### src/rtl/bba_pkg.sv
package bba_pkg;

  localparam int LEVELS = 14;
  localparam int MIN_BLOCK_LOG2 = 3;
  localparam int LVL_W = $clog2(LEVELS + 1);
  localparam int GRAN_W = LEVELS - 1;
  localparam int GRANULES = 1 << GRAN_W;
  localparam int MAP_BITS = (1 << LEVELS) - 1;
  localparam int MAP_W = LEVELS;
  localparam int WORD_W = 64;
  localparam int WORD_LOG2 = 6;
  localparam int HDR_W = 5;

  localparam logic [1:0] ST_OK = 2'd0;
  localparam logic [1:0] ST_NO_SPACE = 2'd1;
  localparam logic [1:0] ST_DOUBLE_FREE = 2'd2;
  localparam logic [1:0] ST_BAD = 2'd3;

  // datapath commands
  typedef struct packed {
    logic load;
    logic lvl_set;
    logic [LVL_W-1:0] lvl;
    logic scan_rd;
    logic scan_adv;
    logic map_rd;
    logic map_wr;
    logic map_val;
    logic map_buddy;
    logic take_pick;
    logic lvl_down;
    logic lvl_up;
    logic merge;
    logic hdr_rd;
    logic hdr_wr;
    logic hdr_clr;
    logic clr_step;
  } bba_cmd_t;

  typedef struct packed {
    logic mode;
    logic [15:0] req;
    logic [15:0] pay;
    logic fits;
    logic fits_lower;
    logic scan_hit;
    logic scan_end;
    logic map_bit;
    logic top;
    logic lvl_zero;
    logic addr_bad;
    logic hdr_zero;
    logic hdr_bad;
    logic clr_done;
  } bba_sts_t;

  function automatic logic [MAP_W-1:0] map_index(input logic [LVL_W-1:0] lvl,
                                                 input logic [GRAN_W-1:0] g);
    logic [MAP_W:0] base;
    logic [GRAN_W-1:0] sh;
    base = (({{MAP_W{1'b0}}, 1'b1} << LEVELS) -
            ({{MAP_W{1'b0}}, 1'b1} << (LEVELS - 32'(lvl))));
    sh = g >> lvl;
    return MAP_W'(base + (MAP_W+1)'(sh));
  endfunction

endpackage

### src/rtl/bba_ctrl.sv
module bba_ctrl (
  input  logic clk,
  input  logic rst,
  input  logic in_valid,
  output logic in_ready,
  output logic out_valid,
  input  logic out_ready,
  output logic [1:0] st_code,
  output bba_pkg::bba_cmd_t cmd,
  input  bba_pkg::bba_sts_t sts
);

  localparam logic [3:0] S_CLR    = 4'd0;
  localparam logic [3:0] S_IDLE   = 4'd1;
  localparam logic [3:0] S_ALVL   = 4'd2;
  localparam logic [3:0] S_ASCAN  = 4'd3;
  localparam logic [3:0] S_ACHK   = 4'd4;
  localparam logic [3:0] S_ASPLIT = 4'd5;
  localparam logic [3:0] S_AHDR   = 4'd6;
  localparam logic [3:0] S_FHRD   = 4'd7;
  localparam logic [3:0] S_FHCHK  = 4'd8;
  localparam logic [3:0] S_FBRD   = 4'd9;
  localparam logic [3:0] S_FBCHK  = 4'd10;
  localparam logic [3:0] S_FSET   = 4'd11;
  localparam logic [3:0] S_OUT    = 4'd12;
  localparam logic [3:0] S_ASCAN2 = 4'd13;

  logic [3:0] state, state_next;
  logic [1:0] st_next;
  logic [bba_pkg::LVL_W-1:0] lvl;

  always_ff @(posedge clk) begin
    if (rst) begin
      state <= S_CLR;
      st_code <= bba_pkg::ST_OK;
      lvl <= '0;
    end else begin
      state <= state_next;
      st_code <= st_next;
      if (cmd.lvl_set) lvl <= cmd.lvl;
    end
  end

  assign in_ready = (state == S_IDLE);
  assign out_valid = (state == S_OUT);

  always_comb begin
    state_next = state;
    st_next = st_code;
    cmd = '0;
    cmd.lvl = lvl;
    unique case (state)
      S_CLR: begin
        cmd.clr_step = 1'b1;
        if (sts.clr_done) state_next = S_IDLE;
      end
      S_IDLE: begin
        if (in_valid) begin
          cmd.load = 1'b1;
          cmd.lvl_set = 1'b1;
          cmd.lvl = '0;
          st_next = bba_pkg::ST_OK;
          state_next = S_ALVL;
        end
      end
      S_ALVL: begin
        if (sts.mode) begin
          if (sts.addr_bad) begin
            st_next = bba_pkg::ST_BAD;
            state_next = S_OUT;
          end else begin
            cmd.hdr_rd = 1'b1;
            state_next = S_FHRD;
          end
        end else if (lvl == bba_pkg::LVL_W'(bba_pkg::LEVELS)) begin
          st_next = bba_pkg::ST_NO_SPACE;
          state_next = S_OUT;
        end else if (!sts.fits) begin
          cmd.lvl_set = 1'b1;
          cmd.lvl = lvl + 1'b1;
        end else begin
          cmd.scan_rd = 1'b1;
          state_next = S_ASCAN;
        end
      end
      S_ASCAN: state_next = S_ASCAN2;
      S_ASCAN2: begin
        if (sts.scan_hit) begin
          cmd.take_pick = 1'b1;
          state_next = S_ACHK;
        end else if (sts.scan_end) begin
          cmd.lvl_set = 1'b1;
          cmd.lvl = lvl + 1'b1;
          state_next = S_ALVL;
        end else begin
          cmd.scan_adv = 1'b1;
          cmd.scan_rd = 1'b1;
          state_next = S_ASCAN;
        end
      end
      S_ACHK: begin
        cmd.map_wr = 1'b1;
        cmd.map_val = 1'b0;
        state_next = S_ASPLIT;
      end
      S_ASPLIT: begin
        if (!sts.lvl_zero && sts.fits_lower) begin
          cmd.lvl_set = 1'b1;
          cmd.lvl = lvl - 1'b1;
          cmd.lvl_down = 1'b1;
          cmd.map_wr = 1'b1;
          cmd.map_val = 1'b1;
          cmd.map_buddy = 1'b1;
        end else begin
          state_next = S_AHDR;
        end
      end
      S_AHDR: begin
        cmd.hdr_wr = 1'b1;
        state_next = S_OUT;
      end
      S_FHRD: state_next = S_FHCHK;
      S_FHCHK: begin
        if (sts.hdr_zero) begin
          st_next = bba_pkg::ST_DOUBLE_FREE;
          state_next = S_OUT;
        end else if (sts.hdr_bad) begin
          st_next = bba_pkg::ST_BAD;
          state_next = S_OUT;
        end else begin
          cmd.hdr_clr = 1'b1;
          state_next = S_FBRD;
        end
      end
      S_FBRD: begin
        if (sts.top) begin
          state_next = S_FSET;
        end else begin
          cmd.map_rd = 1'b1;
          cmd.map_buddy = 1'b1;
          state_next = S_FBCHK;
        end
      end
      S_FBCHK: begin
        if (sts.map_bit) begin
          cmd.map_wr = 1'b1;
          cmd.map_val = 1'b0;
          cmd.map_buddy = 1'b1;
          cmd.merge = 1'b1;
          cmd.lvl_up = 1'b1;
          state_next = S_FBRD;
        end else begin
          state_next = S_FSET;
        end
      end
      S_FSET: begin
        cmd.map_wr = 1'b1;
        cmd.map_val = 1'b1;
        state_next = S_OUT;
      end
      S_OUT: if (out_ready) state_next = S_IDLE;
      default: state_next = S_IDLE;
    endcase
  end

endmodule

### config.mk
export PLATFORM = sky130hd
export DESIGN_NAME = bba_ctrl
export DESIGN_NICKNAME = d
export VERILOG_FILES = /design/src/rtl/bba_pkg.sv /design/src/rtl/bba_ctrl.sv
export SDC_FILE = /design/constraint.sdc
export NUM_CORES = 1
export LEC_CHECK = 0
export ABC_AREA = 1
export ABC_CLOCK_PERIOD_IN_PS = 1900
export BUFFER_PORTS_ARGS = -buffer_cell sky130_fd_sc_hd__buf_2
export CORE_MARGIN = 4
export CORE_UTILIZATION = 44
export CTS_BUF_LIST = sky130_fd_sc_hd__clkbuf_8
export DETAILED_ROUTE_END_ITERATION = 10
export PLACE_DENSITY_LB_ADDON = 0.2
export SLEW_MARGIN = 15
export SYNTH_ARGS = -nofsm -noshare
export SYNTH_HDL_FRONTEND = slang
export SYNTH_SLANG_ARGS = --single-unit
### constraint.sdc
create_clock -name clk -period 1.9 [get_ports clk]
set_input_delay 0.285 -clock clk [delete_from_list [all_inputs] [get_ports clk]]
set_output_delay 0.285 -clock clk [all_outputs]
set_load 0.01 [all_outputs]
==> results of run 1 <==
## critical path: stages (launching register included)
cell and delay, ns:
dfxtp_2 0.35, inv_4 0.05, ha_4 0.16, nand3_4 0.09, nand2_4 0.07, inv_2 0.08
nand2_1 0.05, o211ai_1 0.09, nand2_1 0.09, nor2_2 0.14, inv_1 0.04, buf_2 0.13
## cell families after synthesis
logic type               after synthesis  share of synthesized area
flip-flops                            10                      0.181
XOR/XNOR                               3                     0.0238
adder cells (fa/ha/maj)                3                     0.0339
AND/OR/NAND/NOR                      130                      0.533
AO/OA/AOI/OAI                         17                     0.0848
buffers and inverters                 41                      0.144
## where the power goes
group          leakage (uW)  switching (uW)  internal (uW)
clock network     0.0000216            83.4            139
logic              0.000860             690            474
registers         0.0000855            99.5            275
## cell type report
cell class                 count  area, um2  area share
clock buffer                   3       41.3      0.0254
tap                           28       35.0      0.0216
timing repair buffer          51        293       0.180
sequential                    10        216       0.133
inverter                      39        154      0.0948
multi-input combinational    153        885       0.545
## timing repair
| action | CTS | global route |
|---|---|---|
| setup endpoints to repair | 4 | 5 |
| pin swaps | 1 | 14 |
| buffers inserted | 1 | 6 |
| resized for setup | 9 | 43 |
## final timing paths
kind | startpoint | end | depth (start not counted) | slack (ns)
min reg2reg | st_code[0]$_SDFFE_PP0P_ | st_code[0]$_SDFFE_PP0P_ | 2 | 0.49
max | lvl[0]$_SDFFE_PP0P_ | cmd[16] | 11 | 0.03
max reg2reg | state[0]$_SDFFE_PP0P_ | st_code[1]$_SDFFE_PP0P_ | 11 | 0.26
min | rst | state[1]$_SDFFE_PP0P_ | 2 | 0.29
## stage by stage
stage	util	cells	hold WS, ns	total power [uW]
2_1_floorplan	-	204	0.354	986
3_3_place_gp	0.593	274	0.472	1280
3_5_place_dp	0.593	274	0.474	1290
4_1_cts	0.620	278	0.286	1560
5_1_grt	0.707	284	0.310	1920
6_report	0.707	284	0.295	1760
## metal layers
| layer | part of all wire | routed length, um | up-vias | track usage |
|---|---|---|---|---|
| li1 | - | - | 740 | - |
| met1 | 0.47 | 1630 | 615 | 0.276 |
| met2 | 0.45 | 1540 | 57 | 0.287 |
| met3 | 0.067 | 229 | 5 | 0.0223 |
| met4 | 0.013 | 46 | 0 | 0.0861 |
| met5 | 0 | 0 | - | 0 |
## registers in the layout (all words and copies together), names as in the netlist
register	cells
state	4
st_code	2
lvl	4
## synth_stat cells (all sizes together)
master | number | share of area
ha | 3 | 0.034
o2111ai | 1 | 0.0079
inv | 39 | 0.13
o21ai | 11 | 0.050
xnor2 | 2 | 0.016
or2 | 3 | 0.017
a21oi | 3 | 0.014
nand4 | 1 | 0.0057
buf | 2 | 0.011
nor3 | 1 | 0.0045
nand2 | 68 | 0.24
dfxtp | 10 | 0.18
o211ai | 2 | 0.014
xor2 | 1 | 0.0079
nand3 | 23 | 0.10
nand3b | 1 | 0.0068
nor2 | 33 | 0.15
==> qor.csv, run 1 <==
metric,value,unit
outcome,"complete, no violations",
leakage,0.000967,uW
clk_path_buf_depth,2,
via_per_inst,4.99,
hold_viol,0,
worstMarginPinSlew,0.407,ns
htree_levels,1,
cp-end-kind,output pin,
grt_pass1_vias,1187,
io_buffers,39,
ios,72,
postLayoutCellArea,0.00162,mm2
setup_slack,0.0274,ns
worstSetupPathType,reg -> out,
setup_viol,0,
avgSynthCellArea,5.42,um2
dpl_cell_area,0.00136,mm2
power_density,1080,mW/mm2
place.gp.congestion,0.940,
ir_worst_vdd,832,uV
yosys_warnings,0,
syn_inst,204,
grtUsageTotal,0.193,
firstDrtPassIters,4,
cp_max_fo,3,
post-dp-hpwl,2480,um
syn-cell-area,0.00111,mm2
coreArea,0.00230,mm2
finalSetupTns,0,ns
synth_cell_types,25,
rsz0062_at_grt,true,
synthesis.nets,255,
period_share,0.986,
ys_seq_elements,10,
cp.arrival,1.59,ns
detail-route-antenna-nets,0,
drive_gt1_frac,0.410,
clk_latency,0.24,ns
grt_pass1_wl,5110,um
rows,17,
grt_overflow,0,
cts_hold_buf,0,
die_x,58.1,um
dp_worst_setup_slack,0.158,ns
wl,3440,um
hp-class,in -> reg,
cts_buffers,3,
cap_violations,0,
min_period,1.87,ns
slew_headroom,0.728,
antenna_cells,0,
drtIter0Drc,73,
fmax,0.534,GHz
nFillCells,201,
grt_max_degree,9,
die_area,0.00338,mm2
drt-wirelength-per-cell,12.1,um
area_delta_synth_final,46.8,%
start_util,0.481,
ys_seq_area_frac,0.181,
clkSlewWorstSetupHoldPaths,0.05,ns
skew,0.000970,ns
clock_sinks,10,
cts_root_buf,clkbuf_8,
nNetsFinal,309,
cp.required,1.62,ns
slew_viol_final,0,
remaining_drc_errors,0,
die_h,58.1,um
cts_tree,yes,
mostFrequentLayoutCell,nand2_1,
layout_common_cells,"nand2_1, buf_2, inv_1",
antenna_found_initial,0,
vias,1417,
critPathLaunchType,flop,
(Power assumes the default switching activity.)
==> run 2, diff against run 1 <==
- MAX_ROUTING_LAYER: not set -> met4
==> qor.csv, run 2 (synthesis results as in run 1) <==
metric,value,unit,change
hold_viol,0,,unchanged
power_density,1080,mW/mm2,about the same
die_area,0.00338,mm2,unchanged
remaining_drc_errors,0,,unchanged
worstSetupPathType,reg -> out,,unchanged
clkSlewWorstSetupHoldPaths,0.05,ns,about the same
hp-start,rst,,unchanged
die_h,58.1,um,unchanged
setup_viol,0,,unchanged
cp-end-kind,output pin,,unchanged
cts_hold_buf,0,,unchanged
layout_common_cells,"nand2_1, buf_2, inv_1",,unchanged
via_per_inst,5.00,,was 4.99
coreArea,0.00230,mm2,unchanged
nFillCells,201,,unchanged
hold_slack,0.295,ns,about the same
nNetsFinal,309,,unchanged
leakage,0.000967,uW,unchanged
clk_latency,0.24,ns,about the same
drt-wirelength-per-cell,12.1,um,about the same
drtIter0Drc,75,,was 73
crit_start,lvl[0]$_SDFFE_PP0P_,,unchanged
htree_levels,1,,unchanged
hp-class,in -> reg,,unchanged
grt_pass1_vias,1185,,"was 1,187"
cap_violations,0,,unchanged
min_period,1.87,ns,about the same
grt_pass1_wl,5130,um,was 5110 um
start_util,0.481,,unchanged
fmax,0.534,GHz,about the same
drive_gt1_frac,0.410,,unchanged
ir_worst_vdd,831,uV,was 832 uV
reg2reg_from,state[0]$_SDFFE_PP0P_,,unchanged
outcome,"complete, no violations",,unchanged
cp_max_fo,3,,unchanged
vias,1419,,"was 1,417"
grtUsageTotal,0.199,,was 0.193
detail-route-antenna-nets,0,,unchanged
cts_tree,yes,,unchanged
ios,72,,unchanged
grt_overflow,0,,unchanged
rsz0062_at_grt,true,,unchanged
io_buffers,39,,unchanged
place.gp.congestion,0.957,,was 0.940
largestRegisters,"lvl (4), state (4), st_code (2)",,unchanged
slew_viol_final,0,,unchanged
slew_headroom,0.728,,unchanged
area_delta_synth_final,46.8,%,unchanged
wl,3430,um,was 3440 um
skew,0.000916,ns,was 0.000970 ns
clock_sinks,10,,unchanged
cp.arrival,1.59,ns,about the same
worstMarginPinSlew,0.407,ns,unchanged
grt_max_degree,9,,unchanged
antenna_cells,0,,unchanged
cts_buffers,3,,unchanged
critPathLaunchType,flop,,unchanged
die_x,58.1,um,unchanged
clk_path_buf_depth,2,,unchanged
post-dp-hpwl,2480,um,unchanged
period_share,0.986,,about the same
cts_root_buf,clkbuf_8,,unchanged
firstDrtPassIters,4,,unchanged
rows,17,,unchanged
mostFrequentLayoutCell,nand2_1,,unchanged
antenna_found_initial,0,,unchanged
utilization,0.707,,unchanged
cp.required,1.62,ns,about the same
run 2: report_power, final:
part	internal [uW]	switching, uW
logic	474	687
registers	275	99.6
clock network	139	83.4
total	887	870
run 2: critical path, stage by stage, from the launching register on:
cell and delay [ns]:
dfxtp_2 0.35, inv_4 0.05, ha_4 0.16, nand3_4 0.09, nand2_4 0.07, inv_2 0.08
nand2_1 0.05, o211ai_1 0.09, nand2_1 0.09, nor2_2 0.14, inv_1 0.04, buf_2 0.13
run 2: final timing paths:
kind | slack, ns | depth (start not counted) | endpoint
max | 0.03 | 11 | cmd[16]
min | 0.29 | 2 | state[1]$_SDFFE_PP0P_
min reg2reg | 0.49 | 2 | st_code[0]$_SDFFE_PP0P_
max reg2reg | 0.26 | 11 | st_code[1]$_SDFFE_PP0P_
run 2: repair_timing:
item	CTS	global route
gates resized for setup	9	43
setup buffers	1	6
endpoints found under the setup margin	4	5
pin swaps	1	14
run 2: metal layers:
| layer | vias up | wire, um | track usage |
|---|---|---|---|
| met5 | - | 0 | - |
| met4 | 0 | 59 | 0.0861 |
| met3 | 7 | 212 | 0.0200 |
| met2 | 55 | 1520 | 0.285 |
| met1 | 616 | 1630 | 0.280 |
| li1 | 741 | - | - |
run 2: through the flow:
stage	TNS (ns)	cells	power [uW]	cell area [um2]	setup WS (ns)
6_report	0	284	1760	1620	0.0274
4_1_cts	0	278	1560	1420	0.00687
5_1_grt	-0.208	284	1920	1620	-0.0726
2_1_floorplan	0	204	986	1110	0.396
3_5_place_dp	0	274	1290	1360	0.158
3_3_place_gp	0	274	1280	1360	0.151
run 2: layout make-up:
type                    count  area, um2  area share
clock buffers               3       41.3      0.0254
inverters                  39        154      0.0948
multi-input cells         153        885       0.545
flip-flops and latches     10        216       0.133
well taps                  28       35.0      0.0216
repair buffers             51        293       0.180
==> run 3, diff against run 2 <==
- ABC_CLOCK_PERIOD_IN_PS: 1900 -> 2009
- CTS_BUF_LIST: sky130_fd_sc_hd__clkbuf_8 -> sky130_fd_sc_hd__clkbuf_2 sky130_fd_sc_hd__clkbuf_4 sky130_fd_sc_hd__clkbuf_8
- SKIP_LAST_GASP: not set -> 1
- clock period: 1.9 -> 2.01 ns (I/O delays scaled with it)
==> qor.csv, run 3 (synthesis results as in run 1) <==
metric,value,unit,change
antenna_cells,0,,unchanged
grt_pass1_vias,1136,,"was 1,185"
hp-class,in -> reg,,unchanged
cp.arrival,1.64,ns,was 1.59 ns
rr_worst_depth,11,,unchanged
area_delta_synth_final,33.1,%,was 46.8%
finalSetupTns,0,ns,unchanged
slew_headroom,0.736,,was 0.728
route.met3.wl,196,um,was 212 um
die_x,58.1,um,unchanged
cp.required,1.71,ns,was 1.62 ns
fmax,0.516,GHz,
post-dp-hpwl,2450,um,was 2480 um
hold_slack,0.271,ns,was 0.295 ns
mostFrequentLayoutCell,nand2_1,,unchanged
io_buffers,39,,unchanged
slowest_delay,0.38,ns,was 0.35 ns
postLayoutCellArea,0.00147,mm2,was 0.00162 mm2
layout_common_cells,"nand2_1, buf_2, inv_1",,unchanged
cts_tree,yes,,unchanged
start_util,0.481,,unchanged
min_period,1.94,ns,
multi_input_area,795,um2,was 885 um2
drive_gt1_frac,0.329,,was 0.410
crit_slowest_cell,dfxtp_2,,unchanged
wl,3160,um,was 3430 um
cts_root_buf,clkbuf_4,,was clkbuf_8
remaining_drc_errors,0,,unchanged
ff_latch_area,210,um2,was 216 um2
place.gp.congestion,0.958,,was 0.957
worstSetupPathType,reg -> out,,unchanged
firstDrtPassIters,7,,was 4
skew,0.00113,ns,was 0.000916 ns
die_area,0.00338,mm2,unchanged
leakage,0.000930,uW,was 0.000967 uW
regToRegEndpoint,state[0]$_SDFFE_PP0P_,,was st_code[1]$_SDFFE_PP0P_
largestRegisters,"lvl (4), state (4), st_code (2)",,unchanged
path_cells,"inv_1, nand2_1, nor2_4, nand2_1, nand3_1, nand2_1, nand2_1, buf_2",,"was inv_4, ha_4, nand3_4, nand2_4, inv_2, nand2_1, o211ai_1, nand2_1, nor2_2, inv_1, buf_2"
die_h,58.1,um,unchanged
clk_latency,0.27,ns,was 0.24 ns
antenna_found_initial,0,,unchanged
ir_worst_vdd,646,uV,was 831 uV
crit_buf_inv,2,,was 4
highest_layer,met4,,unchanged
detail-route-antenna-nets,0,,unchanged
crit_start,state[0]$_SDFFE_PP0P_,,was lvl[0]$_SDFFE_PP0P_
outcome,"complete, no violations",,unchanged
worstMarginPinSlew,0.395,ns,was 0.407 ns
drt-wirelength-per-cell,11.3,um,was 12.1 um
cts_hold_buf,0,,unchanged
clock_sinks,10,,unchanged
critPathLaunchType,flop,,unchanged
via_per_inst,4.92,,was 5.00
clkSlewWorstSetupHoldPaths,0.06,ns,was 0.05 ns
hold_viol,0,,unchanged
wl_met1,1520,um,was 1630 um
ios,72,,unchanged
cp_top_family,simple AND/OR/NAND/NOR gates,,unchanged
power_density,1010,mW/mm2,was 1080 mW/mm2
wl_met2,1410,um,was 1520 um
coreArea,0.00230,mm2,unchanged
nNetsFinal,304,,was 309
setup_viol,0,,unchanged
path_common_cell,nand2_1,,unchanged
vias,1378,,"was 1,419"
drtIter0Drc,53,,was 75
grt_pass1_wl,4890,um,was 5130 um
rsz0062_at_grt,true,,unchanged
slew_viol_final,0,,unchanged
cp_max_fo,8,,was 3
dpl_cell_area,0.00135,mm2,was 0.00136 mm2
grt_overflow,0,,unchanged
ff2ff_setup_slack,0.46,ns,was 0.26 ns
reg2reg_from,lvl[0]$_SDFFE_PP0P_,,was state[0]$_SDFFE_PP0P_
htree_levels,1,,unchanged
clk_path_buf_depth,2,,unchanged
period_share,0.963,,
endpoint,cmd[14],,was cmd[16]
cap_violations,0,,unchanged
rows,17,,unchanged
cp-end-kind,output pin,,unchanged
cts_buffers,3,,unchanged
utilization,0.641,,was 0.707
grtUsageTotal,0.189,,was 0.199
worst-path-stages,8,,was 11
grt_max_degree,9,,unchanged
power.total,1490,uW,was 1760 uW
nFillCells,255,,was 201
## run 3: cell count changes in the layout (fill, tap and decap cells not counted), moves of 3 or more
cell / change
clkbuf_4: +3
nand3_1: +4
nand3_2: -3
nand2_2: -4
nand2_1: +5
buf_4: -3
inv_1: +3
## run 3: layout make-up
| class | instances | share of cell area |
|---|---|---|
| multi-input cells | 153 | 0.540 |
| repair buffers | 46 | 0.168 |
| flip-flops and latches | 10 | 0.143 |
| inverters | 39 | 0.101 |
| clock buffers | 4 | 0.0246 |
| well taps | 28 | 0.0238 |
## run 3: worst min-delay path by stage
stage / start / to / slack, ns / depth (start not counted)
finish: rst / state[1]$_SDFFE_PP0P_ / 0.27 / 2
global route: rst / state[1]$_SDFFE_PP0P_ / 0.27 / 2
CTS: rst / state[1]$_SDFFE_PP0P_ / 0.27 / 2
detailed placement: st_code[0]$_SDFFE_PP0P_ / st_code[0]$_SDFFE_PP0P_ / 0.48 / 2
global placement: st_code[1]$_SDFFE_PP0P_ / st_code[1]$_SDFFE_PP0P_ / 0.47 / 2
floorplan: rst / lvl[0]$_SDFFE_PP0P_ / 0.37 / 1
## run 3: repair_timing
action                                  CTS  global route
buffers inserted                          0             3
gates resized for setup                   4            18
pin swaps                                 0             5
endpoints found under the setup margin    1             5
## run 3: power by group
group | internal, uW | switching (uW) | total (uW) | leakage (uW)
Combinational | 377 | 598 | 975 | 0.000824
Sequential | 255 | 77.8 | 333 | 0.0000844
Clock | 110 | 71.2 | 181 | 0.0000210
## run 3: metal layers
metal | vias up | GRT usage
li1 | 728 | -
met1 | 609 | 0.257
met2 | 35 | 0.287
met3 | 6 | 0.0290
met4 | 0 | 0.0563
met5 | - | -
## run 3: per-stage QoR
stage               instances  setup WS, ns
finish                    280        0.0735
global route              280       -0.0563
CTS                       277       0.00416
detailed placement        273         0.249
global placement          273         0.252
floorplan                 204         0.490
